<file path="src/hdl/blp_pkg.sv">
// Shared types and constants of the LED blink pattern sequencer.
package blp_pkg;

  localparam int LEN_BITS = 16;
  localparam int CFG_INDEX_BITS = 3;

  typedef enum logic [1:0] {
    OP_TICK   = 2'd0,
    OP_NORMAL = 2'd1,
    OP_NOTIFY = 2'd2,
    OP_UNUSED = 2'd3
  } op_t;

  typedef enum logic [CFG_INDEX_BITS-1:0] {
    CFG_SLOW_HALF  = 3'd0,
    CFG_FAST_HALF  = 3'd1,
    CFG_START_GAP  = 3'd2,
    CFG_FLASH      = 3'd3,
    CFG_FINISH_GAP = 3'd4,
    CFG_LONG_ON    = 3'd5
  } cfg_index_t;

  typedef struct packed {
    logic [LEN_BITS-1:0] slow_half_ticks;
    logic [LEN_BITS-1:0] fast_half_ticks;
    logic [LEN_BITS-1:0] start_gap_ticks;
    logic [LEN_BITS-1:0] flash_ticks;
    logic [LEN_BITS-1:0] finish_gap_ticks;
    logic [LEN_BITS-1:0] long_on_ticks;
  } blp_cfg_t;

endpackage

</file>
<file path="src/hdl/blp_cfg_regs.sv">
// Configuration register file holding the six phase lengths.
module blp_cfg_regs
  import blp_pkg::*;
(
  input  logic                      clk,
  input  logic                      rst,
  input  logic                      wr_en,
  input  logic [CFG_INDEX_BITS-1:0] wr_index,
  input  logic [LEN_BITS-1:0]       wr_data,
  output blp_cfg_t                  cfg
);

  always_ff @(posedge clk) begin
    if (rst) begin
      cfg.slow_half_ticks  <= LEN_BITS'(1000);
      cfg.fast_half_ticks  <= LEN_BITS'(500);
      cfg.start_gap_ticks  <= LEN_BITS'(200);
      cfg.flash_ticks      <= LEN_BITS'(50);
      cfg.finish_gap_ticks <= LEN_BITS'(500);
      cfg.long_on_ticks    <= LEN_BITS'(1500);
    end else if (wr_en) begin
      // drop writes beyond the register list
      unique case (wr_index)
        CFG_SLOW_HALF:  cfg.slow_half_ticks  <= wr_data;
        CFG_FAST_HALF:  cfg.fast_half_ticks  <= wr_data;
        CFG_START_GAP:  cfg.start_gap_ticks  <= wr_data;
        CFG_FLASH:      cfg.flash_ticks      <= wr_data;
        CFG_FINISH_GAP: cfg.finish_gap_ticks <= wr_data;
        CFG_LONG_ON:    cfg.long_on_ticks    <= wr_data;
        default: ;
      endcase
    end
  end

endmodule

</file>
<file path="src/hdl/blp_phase_timer.sv">
// Phase timer: counts ticks up to a saturating phase length.
module blp_phase_timer
  import blp_pkg::*;
#(
  parameter int TIMER_BITS = 16
) (
  input  logic                clk,
  input  logic                rst,
  input  logic                clear,
  input  logic                advance,
  input  logic [LEN_BITS-1:0] len,
  output logic                done
);

  localparam int CMP_BITS = (TIMER_BITS > LEN_BITS) ? TIMER_BITS : LEN_BITS;
  localparam logic [TIMER_BITS-1:0] TMR_MAX = {TIMER_BITS{1'b1}};

  logic [TIMER_BITS-1:0] timer;
  logic [TIMER_BITS-1:0] timer_next;
  logic [TIMER_BITS-1:0] elapsed;

  // saturate at the top; a length past the timer range ends at the top value
  assign elapsed = (timer == TMR_MAX) ? TMR_MAX : timer + TIMER_BITS'(1);
  assign done    = advance &&
                   ((CMP_BITS'(elapsed) >= CMP_BITS'(len)) || (elapsed == TMR_MAX));

  always_comb begin
    timer_next = timer;
    if (clear || done) begin
      timer_next = '0;
    end else if (advance) begin
      timer_next = elapsed;
    end
  end

  always_ff @(posedge clk) begin
    if (rst) begin
      timer <= '0;
    end else begin
      timer <= timer_next;
    end
  end

endmodule

</file>
<file path="src/hdl/blp_seq_core.sv">
// Mode and phase state of the normal and notify patterns, and the LED level.
module blp_seq_core
  import blp_pkg::*;
#(
  parameter int TIMER_BITS = 16
) (
  input  logic       clk,
  input  logic       rst,
  input  logic       step,
  input  op_t        op,
  input  logic [1:0] code,
  input  blp_cfg_t   cfg,
  output logic       led_next,
  output logic       busy_next
);

  localparam logic [1:0] NORM_OFF  = 2'd0;
  localparam logic [1:0] NORM_ON   = 2'd1;
  localparam logic [1:0] NORM_SLOW = 2'd2;
  localparam logic [1:0] NOTE_NONE   = 2'd0;
  localparam logic [1:0] NOTE_DOUBLE = 2'd1;
  localparam logic [1:0] NOTE_TRIPLE = 2'd2;
  localparam logic [1:0] NOTE_LONG   = 2'd3;
  localparam logic [2:0] PH_START = 3'd0;

  logic [1:0] normal_mode, normal_mode_next;
  logic [1:0] notify_mode, notify_mode_next;
  logic       normal_phase, normal_phase_next;
  logic [2:0] notify_phase, notify_phase_next;
  logic       led_drive;

  logic                normal_clear, normal_advance, normal_done;
  logic                notify_clear, notify_advance, notify_done;
  logic [LEN_BITS-1:0] normal_len, notify_len;

  function automatic logic [2:0] last_phase(input logic [1:0] mode);
    unique case (mode)
      NOTE_DOUBLE: last_phase = 3'd4;
      NOTE_TRIPLE: last_phase = 3'd6;
      default:     last_phase = 3'd2;
    endcase
  endfunction

  always_comb begin
    normal_clear   = step && ((op == OP_NORMAL) ||
                              ((op == OP_TICK) && (normal_mode < NORM_SLOW)));
    normal_advance = step && (op == OP_TICK) && (normal_mode >= NORM_SLOW);
    normal_len     = (normal_mode == NORM_SLOW) ? cfg.slow_half_ticks
                                                : cfg.fast_half_ticks;
    notify_clear   = step && (op == OP_NOTIFY);
    notify_advance = step && (op == OP_TICK) && (notify_mode != NOTE_NONE);
    if (notify_phase == PH_START) begin
      notify_len = cfg.start_gap_ticks;
    end else if (notify_phase >= last_phase(notify_mode)) begin
      notify_len = cfg.finish_gap_ticks;
    end else if (notify_mode == NOTE_LONG) begin
      notify_len = cfg.long_on_ticks;
    end else begin
      notify_len = cfg.flash_ticks;
    end
  end

  blp_phase_timer #(.TIMER_BITS(TIMER_BITS)) u_normal_timer (
    .clk     (clk),
    .rst     (rst),
    .clear   (normal_clear),
    .advance (normal_advance),
    .len     (normal_len),
    .done    (normal_done)
  );

  blp_phase_timer #(.TIMER_BITS(TIMER_BITS)) u_notify_timer (
    .clk     (clk),
    .rst     (rst),
    .clear   (notify_clear),
    .advance (notify_advance),
    .len     (notify_len),
    .done    (notify_done)
  );

  always_comb begin
    normal_mode_next  = normal_mode;
    notify_mode_next  = notify_mode;
    normal_phase_next = normal_phase;
    notify_phase_next = notify_phase;
    if (step && (op == OP_NORMAL)) begin
      normal_mode_next = code;
    end
    if (step && (op == OP_NOTIFY)) begin
      notify_mode_next = code;
    end
    // restart or toggle the blink half
    if (normal_clear) begin
      normal_phase_next = 1'b0;
    end else if (normal_done) begin
      normal_phase_next = ~normal_phase;
    end
    // restart, or step through the notify phases and wrap after the finish gap
    if (notify_clear) begin
      notify_phase_next = PH_START;
    end else if (notify_done) begin
      if (notify_phase >= last_phase(notify_mode)) begin
        notify_phase_next = PH_START;
      end else begin
        notify_phase_next = notify_phase + 3'd1;
      end
    end

    led_next = led_drive;
    if (step && (op != OP_UNUSED)) begin
      if (notify_mode_next != NOTE_NONE) begin
        if ((notify_phase_next == PH_START) ||
            (notify_phase_next >= last_phase(notify_mode_next))) begin
          led_next = 1'b0;
        end else begin
          led_next = notify_phase_next[0];
        end
      end else begin
        unique case (normal_mode_next)
          NORM_OFF: led_next = 1'b0;
          NORM_ON:  led_next = 1'b1;
          default:  led_next = ~normal_phase_next;
        endcase
      end
    end
    busy_next = (notify_mode_next != NOTE_NONE);
  end

  always_ff @(posedge clk) begin
    if (rst) begin
      normal_mode  <= NORM_OFF;
      notify_mode  <= NOTE_NONE;
      normal_phase <= 1'b0;
      notify_phase <= PH_START;
      led_drive    <= 1'b0;
    end else begin
      normal_mode  <= normal_mode_next;
      notify_mode  <= notify_mode_next;
      normal_phase <= normal_phase_next;
      notify_phase <= notify_phase_next;
      led_drive    <= led_next;
    end
  end

  a_notify_phase_range: assert property (@(posedge clk) disable iff (rst)
    notify_phase <= last_phase(notify_mode))
    else $error("notify phase past the last phase of its pattern");

  a_steady_normal_phase: assert property (@(posedge clk) disable iff (rst)
    (normal_mode < NORM_SLOW) |-> (normal_phase == 1'b0))
    else $error("blink half moved while not blinking");

endmodule

</file>
<file path="src/hdl/led_blink_pattern_sequencer_unit.sv">
// Top level of the LED blink pattern sequencer: input stage, state update, result stage.
// The input register holds each accepted item; the state update then writes the result
// register.
// Throughput: one item per cycle while the result side takes each result; a result that
// waits holds the flow off.
// Reset (rst, synchronous): both stages empty, modes off and none, timers zero,
// phase lengths back to their defaults.
module led_blink_pattern_sequencer_unit
  import blp_pkg::*;
#(
  parameter int TIMER_BITS = 16
) (
  input  logic                      clk,
  input  logic                      rst,
  // item channel
  input  logic                      in_valid,
  output logic                      in_ready,
  input  logic [1:0]                operation,
  input  logic [1:0]                mode_code,
  // result channel
  output logic                      out_valid,
  input  logic                      out_ready,
  output logic                      led_level,
  output logic                      notify_busy,
  // configuration write channel
  input  logic                      cfg_valid,
  output logic                      cfg_ready,
  input  logic [CFG_INDEX_BITS-1:0] cfg_index,
  input  logic [LEN_BITS-1:0]       cfg_data
);

  // input stage
  logic       s1_valid;
  logic [1:0] s1_op;
  logic [1:0] s1_code;
  logic       in_xfer;
  logic       advance;

  blp_cfg_t cfg;
  logic     led_next;
  logic     busy_next;

  // registers take writes at any time; the host must write only while the block is idle (not enforced here)
  assign cfg_ready = 1'b1;

  // move the held item into the state update whenever the result register frees up;
  // the input stage refills in the same cycle, so items flow back to back, while a
  // result that waits holds the input off once the stage already holds an item
  assign advance  = s1_valid && (!out_valid || out_ready);
  assign in_ready = !s1_valid || advance;
  assign in_xfer  = in_valid && in_ready;

  always_ff @(posedge clk) begin
    if (rst) begin
      s1_valid <= 1'b0;
    end else if (in_xfer) begin
      s1_valid <= 1'b1;
    end else if (advance) begin
      s1_valid <= 1'b0;
    end
  end

  // hold the payload of the item that waits for the state update
  always_ff @(posedge clk) begin
    if (in_xfer) begin
      s1_op   <= operation;
      s1_code <= mode_code;
    end
  end

  blp_cfg_regs u_cfg_regs (
    .clk      (clk),
    .rst      (rst),
    .wr_en    (cfg_valid && cfg_ready),
    .wr_index (cfg_index),
    .wr_data  (cfg_data),
    .cfg      (cfg)
  );

  // state update: modes, phases, both timers and the LED drive commit on advance
  blp_seq_core #(.TIMER_BITS(TIMER_BITS)) u_seq_core (
    .clk       (clk),
    .rst       (rst),
    .step      (advance),
    .op        (op_t'(s1_op)),
    .code      (s1_code),
    .cfg       (cfg),
    .led_next  (led_next),
    .busy_next (busy_next)
  );

  // result stage: fills on advance, drains on an output transfer
  always_ff @(posedge clk) begin
    if (rst) begin
      out_valid <= 1'b0;
    end else if (advance) begin
      out_valid <= 1'b1;
    end else if (out_ready) begin
      out_valid <= 1'b0;
    end
  end

  always_ff @(posedge clk) begin
    if (advance) begin
      led_level   <= led_next;
      notify_busy <= busy_next;
    end
  end

  a_empty_stage_ready: assert property (@(posedge clk) disable iff (rst)
    !s1_valid |-> in_ready)
    else $error("input stage empty but not ready");

  a_advance_fills_result: assert property (@(posedge clk) disable iff (rst)
    advance |=> out_valid)
    else $error("state update did not produce a result");

  a_xfer_fills_stage: assert property (@(posedge clk) disable iff (rst)
    in_xfer |=> s1_valid)
    else $error("accepted item lost in the input stage");

endmodule

</file>
<file path="config.mk">
export PLATFORM = sky130hd
export DESIGN_NAME = led_blink_pattern_sequencer_unit
export DESIGN_NICKNAME = d
export VERILOG_FILES = /design/src/hdl/blp_pkg.sv /design/src/hdl/blp_cfg_regs.sv /design/src/hdl/blp_phase_timer.sv /design/src/hdl/blp_seq_core.sv /design/src/hdl/led_blink_pattern_sequencer_unit.sv
export SDC_FILE = /design/constraint.sdc
export NUM_CORES = 1
export LEC_CHECK = 0
export BUFFER_PORTS_ARGS = -buffer_cell sky130_fd_sc_hd__buf_2
export CAP_MARGIN = 40
export CORE_MARGIN = 2
export CORE_UTILIZATION = 45
export DETAILED_ROUTE_END_ITERATION = 10
export HOLD_SLACK_MARGIN = 0.06
export PLACE_DENSITY_LB_ADDON = 0.2
export REMOVE_ABC_BUFFERS = 1
export SLEW_MARGIN = 20
export SYNTH_ARGS = -nofsm -noshare
export SYNTH_HDL_FRONTEND = slang
export SYNTH_SLANG_ARGS = --single-unit
</file>
<file path="constraint.sdc">
create_clock -name clk -period 7.55 [get_ports clk]
set_input_delay 0.3775 -clock clk [delete_from_list [all_inputs] [get_ports clk]]
set_output_delay 0.3775 -clock clk [all_outputs]
set_load 0.1 [all_outputs]
</file>
### Word-level counts from Yosys, hierarchy flattened

Index checks and enable logic that the tools add are counted.

| word-level totals | value |
|---|---|
| register bits | 145 |
| latch bits | 0 |
| memory bits (writable) | 0 |
| ROM bits | 0 |
| output and inout port bits | 5 |
| logic and storage cells | 117 |
| memories kept | 0 |

| operators by class | value |
|---|---|
| add/subtract/negate cells | 3 |
| multipliers | 0 |
| div/mod/pow operators | 0 |
| magnitude comparators | 7 |
| equal/unequal tests | 19 |
| shift operators | 0 |
| multiplexer cells | 28 |
| bitwise logic cells | 2 |
| reductions and logical operators | 39 |

Operator list:

| operator | number |
|---|---|
| $mux W16 | 6 |
| $eq A16 B16 Y1 const B | 4 |
| $add A16 B1 Y16 const B | 2 |
| $ge A16 B16 Y1 | 2 |
| $mux W3 | 8 |
| $logic_and A1 B1 Y1 | 12 |
| $pmux W3 S2 | 2 |
| $reduce_and A2 Y1 | 6 |
| $eq A2 B2 Y1 const B | 5 |
| $ge A3 B3 Y1 | 3 |
| $logic_not A3 Y1 | 3 |
| $mux W1 | 9 |
| $eq A2 B1 Y1 const B | 4 |
| $logic_or A1 B1 Y1 | 8 |
| $reduce_bool A2 Y1 | 4 |
| $eq A3 B2 Y1 const B | 2 |
| $eq A3 B3 Y1 const B | 2 |
| $logic_not A2 Y1 | 2 |
| $mux W2 | 2 |
| $reduce_or A2 Y1 | 2 |
| $add A3 B1 Y3 const B | 1 |
| $eq A3 B1 Y1 const B | 1 |
| $ge A2 B2 Y1 const B | 1 |
| $logic_not A1 Y1 | 2 |
| 4 further kinds | 5 |

### Longest topological paths before layout

| logic depth | value |
|---|---|
| depth after elaboration | 20 |
| gate-level depth with buffers | 25 |
| gate-level depth less buffers | 24 |

### Modules after synthesis

Synthesis repeated with hierarchy kept, for this count alone.

| second synthesis, totals | value |
|---|---|
| cell total of the unflattened synthesis | 955 |
| area, all modules | 8824.7 um2 |

Modules (own cells, without submodules):

| module | times used | cells each | area each (um2) | seq. area each (um2) |
|---|---|---|---|---|
| blp_cfg_regs | 1 | 352 | 3797.4 | 1921.8 |
| blp_phase_timer (u_seq_core.u_normal_timer) | 1 | 204 | 1644.1 | 320.3 |
| blp_phase_timer (u_seq_core.u_notify_timer) | 1 | 204 | 1595.3 | 320.3 |
| blp_seq_core | 1 | 177 | 1492.7 | 180.2 |
| led_blink_pattern_sequencer_unit | 1 | 18 | 295.3 | 220.2 |

### Worst setup path after synthesis

No wires, ideal clock.

| timing path | value |
|---|---|
| path kind | register -> register |
| from | register u_seq_core.notify_mode[0] |
| to | register u_seq_core.led_drive |
| arrival time | 4.448 ns |
| required time | 7.459 ns |
| slack | 3.011 ns |
| cell stages (with the launch flop) | 22 |
| buffers on the path | 1 |
| cell sequence | dfxtp_1 > inv_1 > ha_1 > inv_1 > ha_1 > a21oi_1 > clkbuf_1 > nor2_1 > a211oi_1 > a21oi_1 > ha_1 > o21ai_0 > a2111oi_0 > nand2_1 > a31oi_1 > nor2_2 > nand4bb_1 > a21oi_1 > ha_1 > a2111oi_0 > o21ai_1 > a311oi_1 |

| on the way | value |
|---|---|
| word-level cells in the longest chain between the ends | 16 |
| elaborated cells on any way between the ends | 33 |

RTL lines:

| element | line | source |
|---|---|---|
| start, declared | blp_seq_core.sv:27 | `logic [1:0] notify_mode, notify_mode_next;` |
| start signal, assigned | blp_seq_core.sv:138 | `notify_mode <= notify_mode_next;` |
| $eq A2 B2 Y1 or $eq A2 B1 Y1 (tied branches) | blp_seq_core.sv:37 | `unique case (mode)` |
| $pmux W3 S2 | blp_seq_core.sv:37 |  |
| $mux W3 | blp_seq_core.sv:52 | `if (notify_phase == PH_START) begin` |
| $ge A3 B3 Y1 | blp_seq_core.sv:54 | `end else if (notify_phase >= last_phase(notify_mode)) begin` |
| $mux W16 | blp_seq_core.sv:54 |  |
| $mux W16 | blp_seq_core.sv:52 |  |
| $ge A16 B16 Y1 | blp_phase_timer.sv:25 | `((CMP_BITS'(elapsed) >= CMP_BITS'(len)) \|\| (elapsed == TMR_MAX));` |
| $logic_or A1 B1 Y1 | blp_phase_timer.sv:25 |  |
| $logic_and A1 B1 Y1 | blp_phase_timer.sv:24 | `assign done = advance &&` |
| $mux W3 (*) | blp_seq_core.sv:101 | `end else if (notify_done) begin` |
| $mux W3 (*) | blp_seq_core.sv:99 | `if (notify_clear) begin` |
| named net u_seq_core.notify_phase_next[2] | blp_seq_core.sv:29 | `logic [2:0] notify_phase, notify_phase_next;` |
| $ge A3 B3 Y1 or $logic_not A3 Y1 (tied branches) | blp_seq_core.sv:113, blp_seq_core.sv:112 |  |
| $logic_or A1 B1 Y1 (*) | blp_seq_core.sv:112 | `if ((notify_phase_next == PH_START) \|\|` |
| $mux W1 (*) | blp_seq_core.sv:112 |  |
| $mux W1 (*) | blp_seq_core.sv:111 | `if (notify_mode_next != NOTE_NONE) begin` |
| $mux W1 (*) | blp_seq_core.sv:110 | `if (step && (op != OP_UNUSED)) begin` |
| end signal, assigned | blp_seq_core.sv:141 | `led_drive <= led_next;` |
| end, declared | blp_seq_core.sv:30 | `logic led_drive;` |

The timed path passes the listed nets; every way through them passes the cells marked *. The select of a mux whose other input is x is not followed.
A chain may end at the register's enable or synchronous reset.

### Worst setup path in the final report

| timing path | value |
|---|---|
| from | register u_seq_core.notify_mode[1] |
| to | register u_seq_core.led_drive |

The elaborated chain is that of the path after synthesis.

==> results.toml <==
[yosys]
yosysUniqueCellTypes = 67
synth-seq-cells = 145
yosysWarnings = 0
async_reset_ff_share_pct = 0
synth_edf_count = 6
netlist_area_sq_mm = 0.00785
synth_ff_type = "dfxtp_1"
syn_avg_cell_area_sq_um = 7.96
syn-instance-count = 986
seq_area_frac_synth_pct = 37.8

[routing]
totalWireLength_um = 19300
post_drt_wl_per_cell_um = 15.8
drc = 0
first_pass_iters = 5
vias_per_cell = 5.50
ant_nets = 0
vias = 6720
drtIter0Drc = 523

[worst_setup_path]
rr_worst_depth = 24
ff2ff_setup_slack_ps = 2590
endpoint_kind = "flip-flop"
arrival_ps = 5290
path_class = "flip-flop to flip-flop"
r2r-end = "u_seq_core.led_drive"
crit_required_ps = 7880
reg2reg_from = "u_seq_core.notify_mode[1]"
start_kind = "flip-flop"
path_max_fanout = 18

[clock_network]
insertion_delay_ps = 430
post_cts_buffers = 0
cts_resized = 0
holdBufCountCts = 0
cts_tree = "yes"
clk_pin_slew_ps = 60
cts_max_path_buffers = 2
cts_num_sinks = 145
cts_buffers = 17
h-tree-depth = 4
root_buffer = "clkbuf_16"

[worst_hold_path]
worstHoldStart = "operation[0]"
hold_depth = 1
hold_class = "input pin to flip-flop"
worstHoldEndpoint = "s1_op[0]"

[placed_design]
dp_cells = 1186
port_buffers = 31
place.gp.congestion = 0.841
detailedPlacementHpwl_um = 13200

[global_route]
grt_first_pass_wirelength_um = 31400
gr-usage-all-layers_pct = 21.5
overflow = 0
grt_max_degree = 81
antenna_found_initial = 0
grt_pass1_vias = 6098

[floorplan]
die_h_um = 136
die_w_um = 136
coreArea_sq_mm = 0.0172
std_cell_rows = 48
num_io_pins = 33
initial_utilization_pct = 45.7
dieArea_sq_mm = 0.0185

[final_layout]
multiInputGateArea_sq_mm = 0.00453
final_nets = 1056
antenna_cells = 0
area_growth_syn_to_layout_pct = 11.1
n_fill_cell = 1716
layout-drive-gt1-share_pct = 9.64
instances_no_fill = 1221
seq_area_sq_mm = 0.00296

[sta]
slew_headroom_pct = 45.5
setup_viol = 0
rsz0062_at_grt = "no"
report.final.slew_viol_count = 0
fmax_ghz = 0.202
setup_tns_ps = 0
skew_ps = 14.8
hold_violations = 0
fin_crit_ps = 4960
tightestPinTransition_ps = 815
fin_crit_sh_pct = 65.6

[pwr]
p_int_w = 0.00132
p_comb_share_pct = 5.8
ir_drop_mv = 0.152
p_per_area_mw_per_mm2 = 204
clkPwrFrac_pct = 49.4
p_sw_w = 0.000457
power_frac_seq_pct = 44.8
swShare_pct = 25.7
p_leak_nw = 3.51

[outcome]
outcome = "finished, final reports clean"

[flow_run]
cap_violations = 0
[layout make-up]
class | count | area share (%)
Clock inverter | 15 | 2.11
Sequential cell | 145 | 34.0
Multi-Input combinational cell | 757 | 52.0
Clock buffer | 17 | 4.88
Inverter | 21 | 0.904
Timing Repair Buffer | 41 | 2.91
Tap cell | 225 | 3.23
[power by group through the flow]
stage / clock, W / combinational, W / sequential, W
after floorplan: 0 / 0.0000532 / 0.000818
after global placement: 0 / 0.000101 / 0.000814
after detailed placement: 0 / 0.000102 / 0.000814
after CTS: 0.000892 / 0.000103 / 0.000797
after global routing: 0.000921 / 0.000114 / 0.000799
final: 0.000880 / 0.000103 / 0.000797
[flip-flops by register name (all words and copies together), names as in the netlist, 2 cells and up]
register,cells
u_seq_core.notify_mode,2
s1_op,2
u_seq_core.u_notify_timer.timer,16
u_cfg_regs.cfg,96
s1_code,2
u_seq_core.notify_phase,3
u_seq_core.normal_mode,2
u_seq_core.u_normal_timer.timer,16
[critical path: stages (launching register included)]
cell and delay, ps:
dfxtp_1 350, inv_1 70, ha_1 170, inv_1 50
ha_1 210, inv_1 50, o21ai_0 110, a21oi_2 190
buf_6 200, buf_4 240, nor2_1 60, a211oi_1 210
a21oi_1 80, ha_1 310, nand4_1 80, a2111oi_0 370
nand2_1 120, a31oi_1 350, nor2_2 120, nand4bb_1 240
a21oi_1 200, ha_1 250, a2111oi_0 390, o21ai_1 160
a311oi_1 270
[per-stage QoR]
| step | total power (W) | utilization (%) | instance area [sq um] | hold WS (ps) | setup slack (ps) |
|---|---|---|---|---|---|
| CTS | 0.00179 | 50.6 | 8690 | 120 | 2080 |
| detailed placement | 0.000917 | 47.0 | 8080 | 444 | 2120 |
| floorplan | 0.000871 | - | 7560 | 427 | 2230 |
| global placement | 0.000915 | 46.8 | 8040 | 441 | 2360 |
| finish | 0.00178 | 50.8 | 8720 | 132 | 2590 |
| global route | 0.00183 | 50.8 | 8720 | 115 | 2070 |
[worst max path at each step]
stage / cells after the start / startpoint / slack, ps / end
4_1_cts: 21 / u_seq_core.notify_mode[0] / 2080 / u_seq_core.led_drive
6_report: 24 / u_seq_core.notify_mode[1] / 2590 / u_seq_core.led_drive
5_1_grt: 24 / u_seq_core.notify_mode[1] / 2070 / u_seq_core.led_drive
3_5_place_dp: 21 / u_seq_core.notify_mode[0] / 2120 / u_seq_core.led_drive
2_1_floorplan: 20 / u_seq_core.notify_mode[0] / 2230 / u_seq_core.led_drive
3_3_place_gp: 21 / u_seq_core.notify_mode[0] / 2360 / u_seq_core.led_drive
[cells by family (layout without fill, tap and decap cells)]
family	after synthesis	count (layout)	synth area share [%]
multiplexers	50	50	6.52
adder cells (fa/ha/maj)	45	45	7.17
AO/OA/AOI/OAI	202	202	15.6
AND/OR/NAND/NOR	447	447	26.9
flip-flops	145	145	37.8
buffers and inverters	84	94	4.69
other	1	1	0.0478
XOR/XNOR	12	12	1.34
[Yosys cell counts (3+ instances only)]
master     count  share of area [%]
a2111oi_0      3               0.33
a211o_1        5               0.56
a211oi_1      21                2.0
a21o_1         6               0.57
a21oi_1      112                7.1
a31oi_1       12               0.96
and2_1         6               0.48
and3_1         6               0.48
and4_1         8               0.89
buf_2          6               0.38
buf_4          4               0.38
buf_6          4               0.57
clkbuf_1      48                2.3
dfxtp_1      139                 35
edfxtp_1       6                2.3
ha_1          45                7.2
inv_1         21                1.0
mux2_2         4               0.57
mux2i_1       44                5.6
nand2_1      252                 12
nand2b_1       8               0.64
nand3_1       21                1.3
nand3b_1      32                3.1
nand4_1       11               0.88
nor2_1        53                2.5
nor2b_1        7               0.56
nor3_1        15               0.96
nor4_1         3               0.24
nor4_2         3               0.48
o21a_1         5               0.48
o21ai_0       17                1.1
or3_1          6               0.48
xnor2_1        6               0.67
xor2_1         6               0.67
[cell usage in the layout, fill, tap and decap left out, drive strengths merged, types with 3 or more instances in the layout]
| cell type | instances |
|---|---|
| inv | 31 |
| nand2 | 253 |
| o21ai | 18 |
| and3 | 6 |
| a211o | 5 |
| a21oi | 112 |
| edfxtp | 6 |
| nand4 | 11 |
| o21a | 5 |
| nand3 | 22 |
| or2 | 3 |
| dfxtp | 139 |
| nand2b | 8 |
| a41oi | 3 |
| and2 | 6 |
| a211oi | 22 |
| nand3b | 32 |
| a31oi | 12 |
| and4 | 9 |
| or3 | 6 |
| nor3 | 17 |
| nor2b | 7 |
| mux2 | 6 |
| buf | 40 |
| a21o | 6 |
| a2111oi | 3 |
| nor4 | 6 |
| xor2 | 6 |
| clkbuf | 18 |
| ha | 45 |
| clkinv | 3 |
| mux2i | 44 |
| nor2 | 54 |
| xnor2 | 6 |
[metal layers]
layer | global-route usage (%) | up-vias | share of wire (%)
li1 | - | 3429 | -
met1 | 30.7 | 3120 | 50
met2 | 32.9 | 150 | 44
met3 | 3.65 | 21 | 4.0
met4 | 6.71 | 0 | 1.6
met5 | 0 | - | 0
Power figures use the tool's default switching activity.
